`src/design/gtc_pkg.sv`:
```
// Shared types, constants and polynomial coefficients for the gravity temperature correction core.
package gtc_pkg;

   localparam int GW = 18;
   localparam int TW = 16;
   localparam int FW = 18;
   localparam int PW = 31;
   localparam int QW = 20;
   localparam int NW = PW + QW;
   localparam int POLY_LAT = 5;

   typedef logic [GW-1:0]        grav_type;
   typedef logic signed [TW-1:0] temp_type;
   typedef logic signed [FW-1:0] fahr_type;
   typedef logic [PW-1:0]        poly_type;
   typedef logic [NW-1:0]        num_type;
   typedef logic [QW-1:0]        quo_type;

   localparam grav_type GMAX = {GW{1'b1}};
   localparam temp_type CAL_RESET = 16'sd5120;

   localparam int RECIP_SHIFT = 22;
   localparam logic [19:0] RECIP5 = 20'(((64'd1 << RECIP_SHIFT) / 64'd5) + 64'd1);
   localparam logic signed [20:0] C_TO_F_BIAS = 21'sd327682;
   localparam logic signed [18:0] F_OFFSET = 19'sd57344;

   localparam logic [63:0] P5_8  = 64'd390625;
   localparam logic [63:0] P5_12 = 64'd244140625;
   localparam logic [63:0] P5_14 = 64'd6103515625;
   localparam logic [63:0] P5_17 = 64'd762939453125;

   localparam logic [63:0] D0 = 64'd100130346 << 22;
   localparam logic [63:0] D1 = 64'd134722124 << 28;
   localparam logic [63:0] D2 = 64'd204052596 << 34;
   localparam logic [63:0] D3 = 64'd232820948 << 20;

   localparam logic [63:0] COEF0 = (D0 / P5_8) + ((D0 % P5_8) + P5_8 / 64'd2) / P5_8;
   localparam logic [63:0] COEF1 = (D1 / P5_12) + ((D1 % P5_12) + P5_12 / 64'd2) / P5_12;
   localparam logic [63:0] COEF2 = (D2 / P5_14) + ((D2 % P5_14) + P5_14 / 64'd2) / P5_14;
   localparam logic [63:0] COEF3 = ((D3 / P5_17) << 19)
                                 + (((D3 % P5_17) << 19) + P5_17 / 64'd2) / P5_17;

   localparam logic signed [31:0] A0 = signed'(32'(COEF0));
   localparam logic signed [28:0] A1 = signed'(29'(COEF1));
   localparam logic signed [30:0] A2 = signed'(31'(COEF2));
   localparam logic signed [28:0] A3 = signed'(29'(COEF3));

endpackage

```
`src/design/gtc_poly.sv`:
```
// Five-stage pipeline that converts a Celsius temperature to Fahrenheit and evaluates the density cubic.
module gtc_poly (
   input  logic              clock,
   input  logic              en,
   input  gtc_pkg::temp_type temp_c,
   output gtc_pkg::poly_type poly
);
   import gtc_pkg::*;

   localparam logic signed [46:0] RND16_M3 = 47'sd32768;
   localparam logic signed [49:0] RND16_M2 = 50'sd32768;
   localparam logic signed [51:0] RND18_M1 = 52'sd131072;

   logic [39:0]        s1_prod_ff, s1_prod_in;
   fahr_type           s2_f_ff, s2_f_in;
   logic signed [46:0] s2_m3_ff, s2_m3_in;
   fahr_type           s3_f_ff;
   logic signed [49:0] s3_m2_ff, s3_m2_in;
   logic signed [51:0] s4_m1_ff, s4_m1_in;
   logic signed [33:0] s5_p_ff, s5_p_in;

   logic signed [20:0] scaled;
   logic [17:0]        fifth;
   logic signed [18:0] fahr_wide;
   logic signed [31:0] h2;
   logic signed [33:0] h1;

   always_comb begin
      scaled     = 21'(temp_c) * 21'sd9 + C_TO_F_BIAS;
      s1_prod_in = 40'(scaled[19:0]) * 40'(RECIP5);

      fifth     = s1_prod_ff[RECIP_SHIFT +: 18];
      fahr_wide = signed'({1'b0, fifth}) - F_OFFSET;
      s2_f_in   = fahr_wide[FW-1:0];
      s2_m3_in  = 47'(A3) * 47'(s2_f_in);

      h2       = 32'(A2) - 32'((s2_m3_ff + RND16_M3) >>> 16);
      s3_m2_in = 50'(s2_f_ff) * 50'(h2);

      h1       = 34'((s3_m2_ff + RND16_M2) >>> 16) - 34'(A1);
      s4_m1_in = 52'(s3_f_ff) * 52'(h1);

      s5_p_in = 34'(A0) + 34'((s4_m1_ff + RND18_M1) >>> 18);
   end

   always_ff @(posedge clock) begin
      if (en) begin
         s1_prod_ff <= s1_prod_in;
         s2_f_ff    <= s2_f_in;
         s2_m3_ff   <= s2_m3_in;
         s3_f_ff    <= s2_f_ff;
         s3_m2_ff   <= s3_m2_in;
         s4_m1_ff   <= s4_m1_in;
         s5_p_ff    <= s5_p_in;
      end
   end

   assign poly = s5_p_ff[PW-1:0];

endmodule

```
`config.mk`:
```
export PLATFORM = sky130hd
export DESIGN_NAME = gtc_poly
export DESIGN_NICKNAME = d
export VERILOG_FILES = /design/src/design/gtc_pkg.sv /design/src/design/gtc_poly.sv
export SDC_FILE = /design/constraint.sdc
export NUM_CORES = 2
export LEC_CHECK = 0
export BUFFER_PORTS_ARGS = -buffer_cell sky130_fd_sc_hd__buf_4
export CORE_ASPECT_RATIO = 0.8
export CORE_MARGIN = 2
export CORE_UTILIZATION = 66
export CTS_BUF_LIST = sky130_fd_sc_hd__clkbuf_4 sky130_fd_sc_hd__clkbuf_8
export CTS_CLUSTER_SIZE = 20
export DETAILED_ROUTE_END_ITERATION = 8
export PLACE_DENSITY = 0.85
export REMOVE_ABC_BUFFERS = 1
export SYNTH_ARGS = -nofsm -noshare
export SYNTH_HDL_FRONTEND = slang
export SYNTH_SLANG_ARGS = --single-unit
```
`constraint.sdc`:
```
create_clock -name clock -period 11.93 [get_ports clock]
set_clock_uncertainty 0.05 [all_clocks]
set_input_delay 2.386 -clock clock [delete_from_list [all_inputs] [get_ports clock]]
set_output_delay 2.386 -clock clock [all_outputs]
set_load 0.01 [all_outputs]
```
==> metrics.md <==
| Metric | Value |
|---|---|
| Distinct cells, synth | 89 |
| Post-synth top cells | inv_1, fa_1, nand2_1, ha_1, and2_1 |
| Residual DRC count | 0 |
| GRT overflow | 0 |
| RSZ-0062 raised after global routing | false |
| Number of synthesized flops with an enable pin | between 150 and 200 |
| Layout cells sized above 1 | 3.643% |
| Core ar. | slightly below 100000 µm² |
| Antenna violations before repair | 2 |
| # fillers | just over 7k |
| WL/cell | roughly 20 µm |
| Reg clk slew, reported paths | 0.12 ns |
| Register area share after synthesis | 8.525% |
| Hold-fix buffers, CTS | 0 |
| Synth async-reset ratio | 0% |
| DRT antenna net count | 0 |
| CP endpoint | s4_m1_ff[48]$_DFFE_PP_ |
| I/O Pins | a little under 50 |
| I/O Buffers | 48 |
| Yosys warns | 0 |
| Mapped cell area | 64810 µm² |
| Req. time, crit path | 12.21 ns |
| P&R area growth vs syn | 3.710% |
| Post-synth top area share | 44.05% |
| Die H | 284.3 µm |
| Largest net degree at the start of global routing | 68 |
| Row cnt | just over 100 |
| Adder-Cell Fraction of Synth Area | 56.85% |
| RR Endpoint | s4_m1_ff[48]$_DFFE_PP_ |
| Post-synthesis area per instance | approximately 9.5 µm² |
| Main area contributors after synthesis | fa_1, ha_1, inv_1 |
| Slew headroom | roughly 15% |
| Crit-path most repeated cell | fa_1 |
| Cell taking the most area after synthesis | fa_1 |
| CTS buffer count | 17 |
| Sink Count | 184 |
| Min Hold Slack | between 0.5 and 0.6 ns |
| Top_reg_cell synth | edfxtp_1 |
| Final wirelength | 157700 µm |
| RePlAce Congestion | 0.9469 |
| Critical Path Max Stage Delay | 0.86 ns |
| Critical Path Slowest Stage Cell | xnor2_1 |
| Worst R2R Setup Slack | 0.50 ns |
| Compound-Gate Fraction of Synth Area | 4.938% |
| Initial Utilization | approximately two thirds |
| Slew at the pin closest to its max-slew limit | 1.270 ns |
| Via count | 46.88k |
| Area of the die | 100700 µm² |
| Critical path fanouts, max | 13 |
| Cells after Synth | 6855 |
| First-pass DRT Iterations | 6 |
| Final Net Count | 8902 |
| Worst path bufs/invs | 4 |
| Main combinational cell family by area after synthesis | adder cells |
| Simple-gate portion of the synthesized area | a little over an eighth |
| Top Family by Delay on Critical Path | adder cells |
| Fmax | 87.52 MHz |
| Number of global-route vias before repair | 51.39k |
| Max-slew violations | 0 |
| Via density | 5.780 |
| First-pass GRT wire length | 263800 µm |
| CTS root buf | clkbuf_8 |
| Die Wd | 354.4 µm |
| Reg area | 5525 µm² |
| H-tree levels | 4 |
| Number of cells on the critical path | 34 |
| Critical Path AT | 11.71 ns |
| Critical Path Sink Type | flop |
| CP Class | flop to flop |
| Worst-Skew Late Latency | roughly 0.59 ns |
| Post-CTS sizing | 0 |
| Setup TNS | 0 ns |
| Multi-input gate area | 51860 µm² |
| CTS tree | built |
| R2r worst-path depth | 34 |
| Fin crit period | between 10 and 15 ns |
| Final hold violations | 0 |
| Ratio of final minimum period to clock period | a little over nine tenths |
| Hold Path Class | flop to flop |
| Status | complete, no violations |
| Most frequent cell after synthesis | inv_1 |
| All-Layer GR Usage | 33.09% |
| Xor/xnor share of the synthesized area | 4.182% |
| Start point of the critical path | s3_m2_ff[15]$_DFFE_PP_ |
| Max Cap Viol | 0 |
| Final setup vio count | 0 |
| R2r startpoint | s3_m2_ff[15]$_DFFE_PP_ |
| CTS max path bufs | 2 |
| Post-synthesis register bit count | between 150 and 200 |
| Setup Fix Bufs, Post-CTS | 0 |
| Setup crit start kind | flop |
| Iteration-0 DRC Markers | about 3.8k |
| Post-synthesis mux area share | less than 1% |
| Post-DP HPWL | 126000 µm |
==> stage by stage <==
stage / instances / util (%) / setup WS, ns / area, µm²
floorplan: 6627 / - / 1.098 / 63920
global placement: 8076 / 68.85 / 0.5946 / 66780
detailed placement: 8076 / 68.85 / 0.1998 / 66780
CTS: 8108 / 69.29 / 0.7025 / 67210
global route: 8109 / 69.30 / 0.1497 / 67210
finish: 8110 / 69.30 / 0.5035 / 67220
==> worst min-delay path by stage <==
| stage | startpoint | endpoint | slack (ns) | cells past startpoint |
|---|---|---|---|---|
| floorplan | s4_m1_ff[18]$_DFFE_PP_ | s5_p_ff[0]$_DFFE_PP_ | 0.50 | 1 |
| global placement | s4_m1_ff[18]$_DFFE_PP_ | s5_p_ff[0]$_DFFE_PP_ | 0.57 | 1 |
| detailed placement | s4_m1_ff[18]$_DFFE_PP_ | s5_p_ff[0]$_DFFE_PP_ | 0.56 | 1 |
| CTS | s4_m1_ff[18]$_DFFE_PP_ | s5_p_ff[0]$_DFFE_PP_ | 0.57 | 1 |
| global route | s4_m1_ff[18]$_DFFE_PP_ | s5_p_ff[0]$_DFFE_PP_ | 0.60 | 1 |
| finish | s4_m1_ff[18]$_DFFE_PP_ | s5_p_ff[0]$_DFFE_PP_ | 0.56 | 1 |
==> layer usage <==
layer	up-vias	track usage (%)	wire length, µm
met5	-	0	0
li1	20470	-	-
met4	0	11.29	5567
met1	23660	44.05	61770
met3	423	7.210	15850
met2	2326	54.08	74490
==> state kept, by name, summed over array words and instances, names as in the netlist <==
register and flops:
s3_m2_ff 35, s2_m3_ff 32, s4_m1_ff 32, s5_p_ff 31, s1_prod_ff 18, s2_f_ff 18, s3_f_ff 18
==> layout by cell type (no fill, tap or decap), types with 25 or more instances in the layout <==
master    instances
nand2b_1         39
a21o_1           68
ha_1            663
fa_1           1426
a21oi_1         132
edfxtp_1        184
a31oi_1          25
nand2_1         739
and2_1          474
buf_4           148
nand3_1          73
xor2_1           98
nor3_1           64
nand4_1          38
o21ai_0          73
nor2b_1          50
and3_1           28
xnor2_1         195
nor2_1          169
inv_1          1768
==> logic make-up after synthesis <==
| kind of cell | Yosys count |
|---|---|
| muxes | 13 |
| and+or+nand+nor | 1784 |
| DFF | 184 |
| buffers and inverters | 1997 |
| AOI/OAI and AO/OA | 481 |
| adders and majority gates | 2089 |
| xor gates and xnor gates | 307 |
==> layout make-up <==
type	count	share of cell area, %
antenna	2	0.007446
clock buffer	17	0.3481
clock inverter	15	0.2941
inverter	1769	9.879
multi-input combinational	4674	77.16
sequential	184	8.220
tap	1300	2.420
timing repair buffer	149	1.673
Power is not shown: default switching activity piles up to over one toggle a cycle in this logic, so the estimate is an artifact.
