--- src/design/gtc_pkg.sv ---
// Shared types, constants and polynomial coefficients for the gravity temperature correction core.
package gtc_pkg;

   localparam int GW = 18;
   localparam int TW = 16;
   localparam int FW = 18;
   localparam int PW = 31;
   localparam int QW = 20;
   localparam int NW = PW + QW;
   localparam int POLY_LAT = 5;

   typedef logic [GW-1:0]        grav_type;
   typedef logic signed [TW-1:0] temp_type;
   typedef logic signed [FW-1:0] fahr_type;
   typedef logic [PW-1:0]        poly_type;
   typedef logic [NW-1:0]        num_type;
   typedef logic [QW-1:0]        quo_type;

   localparam grav_type GMAX = {GW{1'b1}};
   localparam temp_type CAL_RESET = 16'sd5120;

   localparam int RECIP_SHIFT = 22;
   localparam logic [19:0] RECIP5 = 20'(((64'd1 << RECIP_SHIFT) / 64'd5) + 64'd1);
   localparam logic signed [20:0] C_TO_F_BIAS = 21'sd327682;
   localparam logic signed [18:0] F_OFFSET = 19'sd57344;

   localparam logic [63:0] P5_8  = 64'd390625;
   localparam logic [63:0] P5_12 = 64'd244140625;
   localparam logic [63:0] P5_14 = 64'd6103515625;
   localparam logic [63:0] P5_17 = 64'd762939453125;

   localparam logic [63:0] D0 = 64'd100130346 << 22;
   localparam logic [63:0] D1 = 64'd134722124 << 28;
   localparam logic [63:0] D2 = 64'd204052596 << 34;
   localparam logic [63:0] D3 = 64'd232820948 << 20;

   localparam logic [63:0] COEF0 = (D0 / P5_8) + ((D0 % P5_8) + P5_8 / 64'd2) / P5_8;
   localparam logic [63:0] COEF1 = (D1 / P5_12) + ((D1 % P5_12) + P5_12 / 64'd2) / P5_12;
   localparam logic [63:0] COEF2 = (D2 / P5_14) + ((D2 % P5_14) + P5_14 / 64'd2) / P5_14;
   localparam logic [63:0] COEF3 = ((D3 / P5_17) << 19)
                                 + (((D3 % P5_17) << 19) + P5_17 / 64'd2) / P5_17;

   localparam logic signed [31:0] A0 = signed'(32'(COEF0));
   localparam logic signed [28:0] A1 = signed'(29'(COEF1));
   localparam logic signed [30:0] A2 = signed'(31'(COEF2));
   localparam logic signed [28:0] A3 = signed'(29'(COEF3));

endpackage

--- src/design/gtc_div.sv ---
// Pipelined restoring divider that retires one quotient bit per stage.
module gtc_div (
   input  logic              clock,
   input  logic              reset,
   input  logic              en,
   input  logic              in_valid,
   input  gtc_pkg::num_type  num,
   input  gtc_pkg::poly_type den,
   output logic              out_valid,
   output gtc_pkg::quo_type  quo
);
   import gtc_pkg::*;

   logic [PW-1:0] rem_ff [QW];
   logic [PW-1:0] rem_in [QW];
   logic [QW-1:0] low_ff [QW];
   logic [QW-1:0] low_in [QW];
   poly_type      den_ff [QW];
   poly_type      den_src [QW];
   logic [QW-1:0] vld_ff, vld_in;

   logic [PW-1:0] rem_src [QW];
   logic [QW-1:0] low_src [QW];
   logic [PW:0]   trial [QW];
   logic [PW:0]   diff [QW];

   always_comb begin
      for (int k = 0; k < QW; k++) begin
         if (k == 0) begin
            rem_src[k] = num[NW-1:QW];
            low_src[k] = num[QW-1:0];
            den_src[k] = den;
            vld_in[k]  = in_valid;
         end else begin
            rem_src[k] = rem_ff[k-1];
            low_src[k] = low_ff[k-1];
            den_src[k] = den_ff[k-1];
            vld_in[k]  = vld_ff[k-1];
         end
         trial[k] = {rem_src[k], low_src[k][QW-1]};
         diff[k]  = trial[k] - {1'b0, den_src[k]};
         if (trial[k] >= {1'b0, den_src[k]}) begin
            rem_in[k] = diff[k][PW-1:0];
            low_in[k] = {low_src[k][QW-2:0], 1'b1};
         end else begin
            rem_in[k] = trial[k][PW-1:0];
            low_in[k] = {low_src[k][QW-2:0], 1'b0};
         end
      end
   end

   always_ff @(posedge clock) begin
      if (reset) begin
         vld_ff <= '0;
      end else if (en) begin
         vld_ff <= vld_in;
      end
   end

   always_ff @(posedge clock) begin
      if (en) begin
         for (int k = 0; k < QW; k++) begin
            rem_ff[k] <= rem_in[k];
            low_ff[k] <= low_in[k];
            den_ff[k] <= den_src[k];
         end
      end
   end

   assign out_valid = vld_ff[QW-1];
   assign quo       = low_ff[QW-1];

endmodule

--- config.mk ---
export PLATFORM = sky130hd
export DESIGN_NAME = gtc_div
export DESIGN_NICKNAME = d
export VERILOG_FILES = /design/src/design/gtc_pkg.sv /design/src/design/gtc_div.sv
export SDC_FILE = /design/constraint.sdc
export NUM_CORES = 2
export LEC_CHECK = 0
export CORE_MARGIN = 5
export CORE_UTILIZATION = 50
export DETAILED_ROUTE_END_ITERATION = 10
export DONT_BUFFER_PORTS = 1
export PLACE_DENSITY = 0.66
export SYNTH_ARGS = -nofsm -noshare
export SYNTH_HDL_FRONTEND = slang
export SYNTH_SLANG_ARGS = --single-unit
--- constraint.sdc ---
create_clock -name clock -period 4.02 [get_ports clock]
set_input_delay 1.206 -clock clock [delete_from_list [all_inputs] [get_ports clock]]
set_output_delay 1.206 -clock clock [all_outputs]
set_load 0.01 [all_outputs]
==> summary.txt <==
Ys Warns = 0
#FFs+latches synth = 1598
power density over cell area = 813 nW/µm²
Setup CP Type = flop to flop
Critical Path End Type = flop
Post-synth EDFFs = 1578
effective utilization at floorplan = 50.2%
Post-Layout Cell Count = 10200
simple-gate portion of the synthesized area = 8.82%
M1 GR Usage = 24.2%
Final Core Density = 56.0%
type of the worst min-delay path = flop to flop
Yosys top cell area share = 54.5%
slew margin rel. = 5.66%
TNS Setup = 0 ns
WP data required = 4.57 ns
Synth Area in Compound Gates = 14.3%
share of cells above drive strength 1 = 10.2%
CTS clk-pin slew, worst paths = 0.06 ns
slowest cell delay on critical path = 0.43 ns
Highest Clock Rate = 259 MHz
# DRC = 0
ANT cells = 0
period utilization = 96.1%
clock network power share = 19.9%
CP bufs+invs = 4
top-count cell post-synth = edfxtp_1
global route total overflow = 0
Global Route met2 Usage = 37.2%
placed insts = 9881
worst-margin pin slew = 1.42 ns
Root Buffer = clkbuf_16
Chip Width = 427 µm
Die Span Y = 427 µm
fin crit period = 3.87 ns
setup slack, reg-to-reg = 0.15 ns
mux cell area share after synthesis = 3.55%
H-tree levels = 4
Place WS = -2.49 ns
clock buffer count from CTS = 175
number of routed nets with antenna violations = 0
Reg power frac = 33.7%
initial antenna violation count = 1
WL/cell = 18.6 µm
final setup violation count = 0
Post-Syn Nets = 8261
Register-to-Register Path Depth = 15
Worst path most repeated cell = buf_4
Overall Power = 79.0 mW
mean area per synthesized cell = 11.5 µm²
first-pass GRT wire length = 301000 µm
WHS Path Cells = 0
P_int = 50.3 mW
Netlist cell types = 89
Logic pwr share = 46.4%
CTS sink count = 1598
Max Transition Viols Final = 0
clk_lat worst skew = 0.80 ns
Syn Inst Count = 7536
crit path DAT = 4.41 ns
CP max-delay cell = edfxtp_1
CTS tree = done
Layout Skew = 0.0306 ns
detailed-placement wirelength estimate = 140000 µm
RSZ-0062 raised after global routing = no
CP Launch Type = flop
pin count of the biggest net entering global routing = 225
DRT iter0 DRCs = 3463
cell taking the most area after synthesis = edfxtp_1
area delta synth->final = 11.7%
grt peak-use layer = met2
via/cell ratio = 5.61
area of the multi-input gates = 35700 µm²
Top Ports = 107
I/O Buffers = 0
Switching Power = 28.7 mW
post-synthesis adder-cell area fraction = 9.36%
die area = 182000 µm²
commonest cells in the netlist = edfxtp_1 (1578), inv_1 (768), a21oi_1 (629), ha_1 (620), nand2_1 (501)
final setup margin = 0.155 ns
delay-heaviest family, CP = compound AO/OA/AOI/OAI gates
reg2reg end = rem_ff[15][15]
Core Rows = 153
worst reg2reg startpoint = low_ff[3][59]
Post-Route WL = 190000 µm
grt met3 use = 2.92%
CTS max path bufs = 3
Via Count = 57300
Fin. Hold Viols = 0
sw frac = 36.4%
Post-layout nets = 8477
combinational family with the most area after synthesis = compound AO/OA/AOI/OAI gates
Routability Congestion = 0.933
Max VDD drop = 0.382 mV
outcome = completed
layout filler cell count = 14500
Register Area = 47800 µm²
cell area after synthesis = 87000 µm²
critical-path cell list = inv_1 -> ha_1 -> fa_1 -> nor2b_1 -> o31ai_2 -> a221oi_2 -> buf_4 -> a21oi_1 -> a21bo_2 -> o21ai_2 -> a31oi_2 -> o41ai_4 -> buf_4 -> buf_12 -> mux2_2
synth top area cells = edfxtp_1 (54%), ha_1 (8.9%), a21oi_1 (3.6%), inv_1 (3.3%), mux2_2 (3.1%)
number of global-route vias before repair = 57200
hold endpoint = low_ff[3][33]
post-synthesis xor/xnor area fraction = 4.81%
Pleak = 39.9 nW
Post-synth ARST share = 0%
Max FO, Critical Path = 13
Hold Crit Start = low_ff[3][12]
top_reg_cell synth = edfxtp_1
DR pass1 iterations = 6
register area share after synthesis = 54.9%
Tot GR Track Use = 20.6%
area of the core = 173000 µm²
max-cap viol count = 0
[layer usage]
| layer | part of all wire [%] | up-vias |
|---|---|---|
| met5 | 0.0068 | - |
| met4 | 4.8 | 2 |
| met3 | 3.8 | 439 |
| met2 | 51 | 1275 |
| met1 | 41 | 27400 |
| li1 | - | 28100 |
[power by group through the flow]
stage | clock [mW] | combinational [mW] | sequential, mW
after floorplan | 0 | 26.6 | 25.8
after global placement | 0 | 35.0 | 26.9
after detailed placement | 0 | 35.7 | 27.0
after CTS | 16.2 | 36.0 | 26.7
after global routing | 16.9 | 40.3 | 27.0
final | 15.7 | 36.6 | 26.6
[metrics by stage]
stage	area, µm²	hold WS, ns
finish	97200	0.400
global route	97200	0.409
CTS	96900	0.379
detailed placement	91100	0.405
global placement	91100	0.400
floorplan	87000	0.400
[worst max-delay path by stage]
stage                             start             end  slack [ns]  cells past startpoint
after detailed placement             en   low_ff[0][18]       -2.49                      5
after global placement               en   low_ff[0][39]       -2.34                      5
after floorplan                 num[19]   rem_ff[0][30]        0.01                     13
after global routing       den_ff[3][2]   rem_ff[4][28]       0.005                     16
after CTS                 low_ff[1][39]    rem_ff[6][3]        0.04                     16
final                     low_ff[3][59]  rem_ff[15][15]        0.15                     15
[timing repair]
item                                    4_1_cts  5_1_grt
pin swaps                                     0        6
setup buffers                                 0       11
gates resized for setup                       0       18
hold buffers                                  0        0
endpoints found under the setup margin      492      154
gates cloned                                  5        3
[layout make-up]
type                       instances  share of cell area [%]
tap                             2325                    2.99
timing repair buffer             218                    2.35
clock inverter                   104                    1.03
sequential                      1598                    49.2
multi-input combinational       4989                    36.7
clock buffer                     209                    4.75
inverter                         770                    2.97
[cell families after synthesis]
kind of cell	count (synthesis)
xor gates and xnor gates	478
buffers and inverters	949
DFF	1598
muxes	279
AOI/OAI and AO/OA	1976
and+or+nand+nor	1617
adders and majority gates	639
[state kept, by name, indices dropped and copies added, names as in the netlist]
register	cells
den_ff	589
rem_ff	589
low_ff	400
vld_ff	20
[worst reg2reg max path, cell delays in order, from the launching register on]
cell,delay (ns)
edfxtp_1,0.43
inv_1,0.07
ha_1,0.21
fa_1,0.41
nor2b_1,0.21
o31ai_2,0.11
a221oi_2,0.28
buf_4,0.16
a21oi_1,0.12
a21bo_2,0.27
o21ai_2,0.16
a31oi_2,0.12
o41ai_4,0.37
buf_4,0.18
buf_12,0.15
mux2_2,0.38
[placed cells by master, fill, tap and decap left out, types with 24 or more instances in the layout]
| cell | instances |
|---|---|
| and3_1 | 55 |
| a211oi_1 | 32 |
| nand3_1 | 96 |
| xor2_1 | 203 |
| o21bai_1 | 69 |
| nor2b_1 | 85 |
| nand4_1 | 105 |
| a31oi_1 | 59 |
| o31ai_1 | 43 |
| or3_1 | 32 |
| clkinv_1 | 31 |
| ha_1 | 620 |
| clkinv_2 | 33 |
| buf_4 | 177 |
| and2_1 | 25 |
| nor2_1 | 445 |
| nor3_1 | 78 |
| mux2i_1 | 41 |
| a21oi_1 | 629 |
| o211ai_1 | 34 |
| nand2b_1 | 81 |
| o21ai_0 | 441 |
| xnor2_1 | 275 |
| inv_1 | 768 |
| mux2_2 | 238 |
| clkbuf_1 | 29 |
| edfxtp_1 | 1578 |
| o21a_1 | 81 |
| or2_2 | 24 |
| buf_12 | 26 |
| nand2_1 | 501 |
| a21o_1 | 332 |
| clkbuf_16 | 183 |
No activity file was read; power rests on OpenSTA's default activity.
